===== config.mk =====
export PLATFORM = sky130hd
export DESIGN_NAME = ffha_table
export DESIGN_NICKNAME = d
export VERILOG_FILES = /design/src/rtl/first_fit_heap_allocator_defines.svh /design/src/rtl/ffha_pkg.sv /design/src/rtl/ffha_table.sv
export SDC_FILE = /design/constraint.sdc
export NUM_CORES = 2
export LEC_CHECK = 0
export BUFFER_PORTS_ARGS = -buffer_cell sky130_fd_sc_hd__buf_2
export CAP_MARGIN = 20
export CELL_PAD_IN_SITES_DETAIL_PLACEMENT = 1
export CELL_PAD_IN_SITES_GLOBAL_PLACEMENT = 2
export CORE_UTILIZATION = 52
export CTS_BUF_LIST = sky130_fd_sc_hd__clkbuf_4 sky130_fd_sc_hd__clkbuf_8 sky130_fd_sc_hd__clkbuf_16
export DETAILED_ROUTE_END_ITERATION = 12
export MAX_ROUTING_LAYER = met4
export PLACE_DENSITY_LB_ADDON = 0.1
export SLEW_MARGIN = 30
export SYNTH_ARGS = -nofsm -noshare
export SYNTH_HDL_FRONTEND = slang
export SYNTH_MEMORY_MAX_BITS = 65536
export SYNTH_SLANG_ARGS = --single-unit
export TNS_END_PERCENT = 1

===== constraint.sdc =====
create_clock -name clk -period 9.2 [get_ports clk]
set_input_delay 1.84 -clock clk [delete_from_list [all_inputs] [get_ports clk]]
set_output_delay 1.84 -clock clk [all_outputs]
set_load 0.02 [all_outputs]

===== src/rtl/first_fit_heap_allocator_defines.svh =====
// Assertion macros shared by the first-fit heap allocator RTL.
// Depends on a clock named clk and an active-low reset named rst_n in scope.
`ifndef FIRST_FIT_HEAP_ALLOCATOR_DEFINES_SVH
`define FIRST_FIT_HEAP_ALLOCATOR_DEFINES_SVH

// Same-cycle implication, checked outside reset.
`define FFHA_ASSERT_NOW(lbl, ante, cons) \
  lbl: assert property (@(posedge clk) disable iff (!rst_n) (ante) |-> (cons)) \
    else $error("allocator check failed");

// Next-cycle implication, checked outside reset.
`define FFHA_ASSERT_NEXT(lbl, ante, cons) \
  lbl: assert property (@(posedge clk) disable iff (!rst_n) (ante) |=> (cons)) \
    else $error("allocator check failed");

`endif


===== src/rtl/ffha_pkg.sv =====
// Package for the first-fit heap allocator: sizes, codes and the table entry type.
// Has no dependencies.
`default_nettype none
package ffha_pkg;
  localparam int MAX_BLOCKS   = 64;
  localparam int IDX_W        = $clog2(MAX_BLOCKS);
  localparam int CNT_W        = IDX_W + 1;
  localparam int ALIGN_BYTES  = 16;
  localparam int HEADER_BYTES = 40;
  localparam int PAGE_BYTES   = 4096;

  localparam logic [1:0] ST_DONE    = 2'd0;
  localparam logic [1:0] ST_BAD_REQ = 2'd1;
  localparam logic [1:0] ST_NO_SPACE = 2'd2;
  localparam logic [1:0] ST_BAD_FREE = 2'd3;

  typedef struct packed {
    logic [31:0] start;
    logic [31:0] size;
    logic        free;
  } entry_t;
endpackage
`default_nettype wire


===== src/rtl/ffha_table.sv =====
// Block table memory: one write port and one registered read port.
// Depends on ffha_pkg for the entry type and depth.
`default_nettype none
module ffha_table (
  input  wire logic                        clk,
  input  wire logic                        wr_en,
  input  wire logic [ffha_pkg::IDX_W-1:0]  wr_addr,
  input  wire ffha_pkg::entry_t            wr_data,
  input  wire logic [ffha_pkg::IDX_W-1:0]  rd_addr,
  output      ffha_pkg::entry_t            rd_data
);
  ffha_pkg::entry_t mem [ffha_pkg::MAX_BLOCKS];
  ffha_pkg::entry_t rd_data_r;

  always_ff @(posedge clk) begin
    if (wr_en) begin
      mem[wr_addr] <= wr_data;
    end
    rd_data_r <= mem[rd_addr];
  end

  assign rd_data = rd_data_r;
endmodule
`default_nettype wire


==> run_summary.xml <==
<?xml version="1.0" encoding="UTF-8"?>
<metrics>
  <group name="setup_path">
    <metric name="crit_path_frequent_cell" unit="">sky130_fd_sc_hd__buf_12</metric>
    <metric name="crit_chain" unit="">buf_12 -&gt; buf_12 -&gt; buf_12 -&gt; mux4_2 -&gt; o22ai_1 -&gt; a211oi_1 -&gt; o211a_1</metric>
    <metric name="startpoint_type" unit="">input pin</metric>
    <metric name="path_delay_family" unit="">buffers and inverters</metric>
    <metric name="crit_buf_inv" unit="">3</metric>
    <metric name="worst_path_max_delay_cell" unit="">sky130_fd_sc_hd__mux4_2</metric>
    <metric name="timing_worst_setup_path_type" unit="">in -&gt; reg</metric>
    <metric name="cp.required" unit="ps">10060</metric>
    <metric name="worst_path_largest_cell_delay" unit="ps">720</metric>
    <metric name="critical_path.endpoint_type" unit="">flop</metric>
    <metric name="critPathMaxFanout" unit="">76</metric>
    <metric name="arrival" unit="ps">5580</metric>
  </group>
  <group name="power_and_ir_drop">
    <metric name="p_int" unit="mW">32.4</metric>
    <metric name="pwr-share-seq" unit="%">52.0</metric>
    <metric name="total_switching_power" unit="mW">8.74</metric>
    <metric name="combinationalPowerShare" unit="%">4.6</metric>
    <metric name="powerDensity" unit="mW/mm^2">229</metric>
    <metric name="netSwitchingFraction" unit="%">21.2</metric>
    <metric name="total_power" unit="mW">41.2</metric>
    <metric name="clock_power_share" unit="%">43.4</metric>
    <metric name="worst_ir_drop_vdd" unit="mV">0.217</metric>
    <metric name="total_leakage_power" unit="nW">56.2</metric>
  </group>
  <group name="status">
    <metric name="status" unit="">complete, no violations</metric>
  </group>
  <group name="cts">
    <metric name="cts.root.buffer_cell" unit="">sky130_fd_sc_hd__clkbuf_16</metric>
    <metric name="insertion_delay" unit="ps">980</metric>
    <metric name="cts.sinks" unit="">4225</metric>
    <metric name="cts_buffers" unit="">426</metric>
    <metric name="cts.repair_timing.setup_buffer_count" unit="">0</metric>
    <metric name="post_cts_resized" unit="">0</metric>
    <metric name="cts_tree" unit="">built</metric>
    <metric name="cts.path.max_buffers" unit="">4</metric>
    <metric name="cts_hold_buffers" unit="">0</metric>
    <metric name="h_tree_levels" unit="">5</metric>
    <metric name="clkSlewWorstSetupHoldPaths" unit="ps">60</metric>
  </group>
  <group name="synth">
    <metric name="postSynthAreaPerCell" unit="sq um">24.0</metric>
    <metric name="postSynthCellCount" unit="">6606</metric>
    <metric name="post_synth_main_area_contributors" unit="">sky130_fd_sc_hd__edfxtp_1, sky130_fd_sc_hd__mux4_2, sky130_fd_sc_hd__a22oi_1</metric>
    <metric name="yosys.area.top_type_share" unit="%">78.9</metric>
    <metric name="post_synth_instance_area" unit="sq mm">0.158</metric>
    <metric name="synth_seq_cells" unit="">4225</metric>
    <metric name="ys_seq_area_share" unit="%">79.7</metric>
    <metric name="yosysUniqueCellTypes" unit="">27</metric>
    <metric name="syn_nets" unit="">6685</metric>
    <metric name="yosys_warnings" unit="">0</metric>
    <metric name="synth_largest_area_cell" unit="">sky130_fd_sc_hd__edfxtp_1</metric>
  </group>
  <group name="flow_run">
    <metric name="drv_cap" unit="">0</metric>
  </group>
  <group name="sta">
    <metric name="fmaxAchievable" unit="MHz">212</metric>
    <metric name="timing.final.max_slew_violations" unit="">0</metric>
    <metric name="worst_slew_margin_rel" unit="%">29.5</metric>
    <metric name="layout_worst_path_cycle_share" unit="%">51.4</metric>
    <metric name="fin_crit" unit="ps">4720</metric>
    <metric name="worst_clock_skew" unit="ps">49.5</metric>
    <metric name="unrepaired_setup_endpoints_after_global_routing" unit="">no</metric>
    <metric name="final.setup.tns" unit="ps">0</metric>
    <metric name="worst-slew-pin-transition" unit="ps">1060</metric>
    <metric name="hold_viol_final" unit="">0</metric>
    <metric name="number_of_failing_setup_endpoints_in_the_final_timing_report" unit="">0</metric>
  </group>
  <group name="placement">
    <metric name="placed_wire_length_estimate_after_detailed_placement" unit="um">245000</metric>
    <metric name="final_weighted_congestion_of_routability_driven_global_placement" unit="">0.775</metric>
    <metric name="buffer_ports.inserted" unit="">143</metric>
    <metric name="placement.cell_area" unit="sq mm">0.165</metric>
  </group>
  <group name="global_routing">
    <metric name="grt_max_degree" unit="">109</metric>
    <metric name="globalRouteTotalUtil" unit="%">32.4</metric>
    <metric name="number_of_antenna_violations_at_the_first_check_in_global_routing" unit="">26</metric>
    <metric name="global_route_wire_length_before_repair" unit="um">656000</metric>
    <metric name="number_of_global_route_vias_before_repair" unit="">79100</metric>
    <metric name="grt_overflow" unit="">0</metric>
  </group>
  <group name="die">
    <metric name="start_util" unit="%">52.3</metric>
    <metric name="core-area" unit="sq mm">0.303</metric>
    <metric name="die_x" unit="um">554</metric>
    <metric name="die_area" unit="sq mm">0.307</metric>
    <metric name="std_cell_rows" unit="">202</metric>
    <metric name="floorplan.io_pins" unit="">144</metric>
    <metric name="chipHeight" unit="um">554</metric>
  </group>
  <group name="layout">
    <metric name="layout.cell_area.non_filler" unit="sq mm">0.180</metric>
    <metric name="layout-drive-gt1-share" unit="%">29.9</metric>
    <metric name="synth_to_layout_area_growth" unit="%">13.6</metric>
    <metric name="final_net_count" unit="">7090</metric>
  </group>
  <group name="detailed_routing">
    <metric name="vias_cell" unit="">6.90</metric>
    <metric name="postRouteAntennaNets" unit="">0</metric>
    <metric name="drt_first_iter_violations" unit="">11000</metric>
    <metric name="route.final.wire_length" unit="um">481000</metric>
    <metric name="post-route-drc-count" unit="">0</metric>
    <metric name="post_drt_wl_per_cell" unit="um">42.3</metric>
    <metric name="drt-pass1-iter-count" unit="">5</metric>
    <metric name="vias" unit="">78400</metric>
  </group>
  <group name="min_path">
    <metric name="hold_path.class" unit="">reg -&gt; reg</metric>
  </group>
</metrics>
-- layer usage --
layer / track usage (%) / vias to the layer above / wire (um) / share of wire, %
li1: - / 29600 / - / -
met1: 45.8 / 44000 / 193000 / 40
met2: 50.3 / 4181 / 233000 / 48
met3: 4.31 / 711 / 41200 / 8.6
met4: 8.88 / 0 / 13600 / 2.8
met5: - / - / 0 / 0
-- worst register-to-register path, stage by stage (launching register included) --
cell,delay (ps)
sky130_fd_sc_hd__edfxtp_1,370
sky130_fd_sc_hd__mux4_2,620
sky130_fd_sc_hd__o22ai_1,710
sky130_fd_sc_hd__a211oi_1,130
sky130_fd_sc_hd__o211a_1,260
-- final cells by class --
type	instances	area (sq um)
Multi-Input combinational cell	2004	30800
Tap cell	3978	4980
Clock inverter	253	2700
Sequential cell	4225	126000
Fill cell	24200	123000
Clock buffer	543	11800
Timing Repair Buffer	354	3360
Antenna cell	13	32.5
-- metrics by stage --
stage,util (%),std cells,setup slack [ps],hold slack (ps)
4_1_cts,59.3,11400,4640,813
6_report,59.4,11400,4480,815
5_1_grt,59.4,11400,4420,871
3_3_place_gp,54.4,10500,3560,813
2_1_floorplan,-,6606,1850,780
3_5_place_dp,54.5,10600,3600,815
-- registers in the layout (all words and copies together) (netlist names) --
name	cells
mem	4160
rd_data	65
-- cells in the mapped netlist (all sizes together) --
master,instances
or3,3
nand4,2
clkbuf,120
nand2,8
o221ai,46
nand2b,9
nor2,112
or3b,4
a22oi,260
nor2b,9
and2,3
nor3,2
or2,2
mux2i,103
dfxtp,65
a211oi,65
o211a,65
edfxtp,4160
nand4b,1
nand3b,25
mux4,1040
nand3,115
o22ai,130
buf,257
-- cell families (layout without fill, tap and decap cells) --
kind of cell / after synthesis / in the layout / share of synthesized area, %
flip-flops: 4225 / 4225 / 79.7
other: 0 / 13 / 0
multiplexers: 1143 / 1143 / 15.4
AO/OA/AOI/OAI: 566 / 566 / 2.72
buffers and inverters: 377 / 1150 / 1.20
AND/OR/NAND/NOR: 295 / 295 / 0.911
-- cells in the final DEF, fill, tap and decap left out, types with 8 or more instances in the layout --
cell type                       n
sky130_fd_sc_hd__edfxtp_1    4160
sky130_fd_sc_hd__mux4_2      1040
sky130_fd_sc_hd__clkbuf_16    433
sky130_fd_sc_hd__a22oi_1      260
sky130_fd_sc_hd__buf_4        208
sky130_fd_sc_hd__o22ai_1      130
sky130_fd_sc_hd__nand3_1      114
sky130_fd_sc_hd__mux2i_1      103
sky130_fd_sc_hd__clkinv_2      91
sky130_fd_sc_hd__clkbuf_4      89
sky130_fd_sc_hd__clkinv_1      77
sky130_fd_sc_hd__buf_2         75
sky130_fd_sc_hd__o211a_1       65
sky130_fd_sc_hd__dfxtp_1       65
sky130_fd_sc_hd__a211oi_1      64
sky130_fd_sc_hd__nor2_4        64
sky130_fd_sc_hd__bufinv_16     49
sky130_fd_sc_hd__buf_12        49
sky130_fd_sc_hd__nor2_1        48
sky130_fd_sc_hd__o221ai_1      46
sky130_fd_sc_hd__nand3b_1      25
sky130_fd_sc_hd__clkbuf_8      21
sky130_fd_sc_hd__diode_2       13
sky130_fd_sc_hd__clkinvlp_4    13
sky130_fd_sc_hd__buf_16        11
sky130_fd_sc_hd__inv_6          8
-- power by group through the flow --
stage | Clock [mW] | Sequential [mW] | Combinational (mW)
finish | 17.9 | 21.4 | 1.89
detailed placement | 0 | 21.8 | 1.89
global placement | 0 | 21.8 | 1.84
CTS | 18.0 | 21.4 | 1.89
global route | 18.6 | 21.4 | 1.98
floorplan | 0 | 21.8 | 0.985
-- final timing paths --
path / startpoint / to / slack (ps) / cells after the start
worst max-delay path: rd_addr[0] / rd_data[20]$_DFF_P_ / 4480 / 7
worst min-delay path: mem[30][58]$_DFFE_PP_ / rd_data[58]$_DFF_P_ / 810 / 4
worst max register to register: mem[47][20]$_DFFE_PP_ / rd_data[20]$_DFF_P_ / 7020 / 4
worst min register to register: mem[30][58]$_DFFE_PP_ / rd_data[58]$_DFF_P_ / 810 / 4
Power figures use the tool's default switching activity.
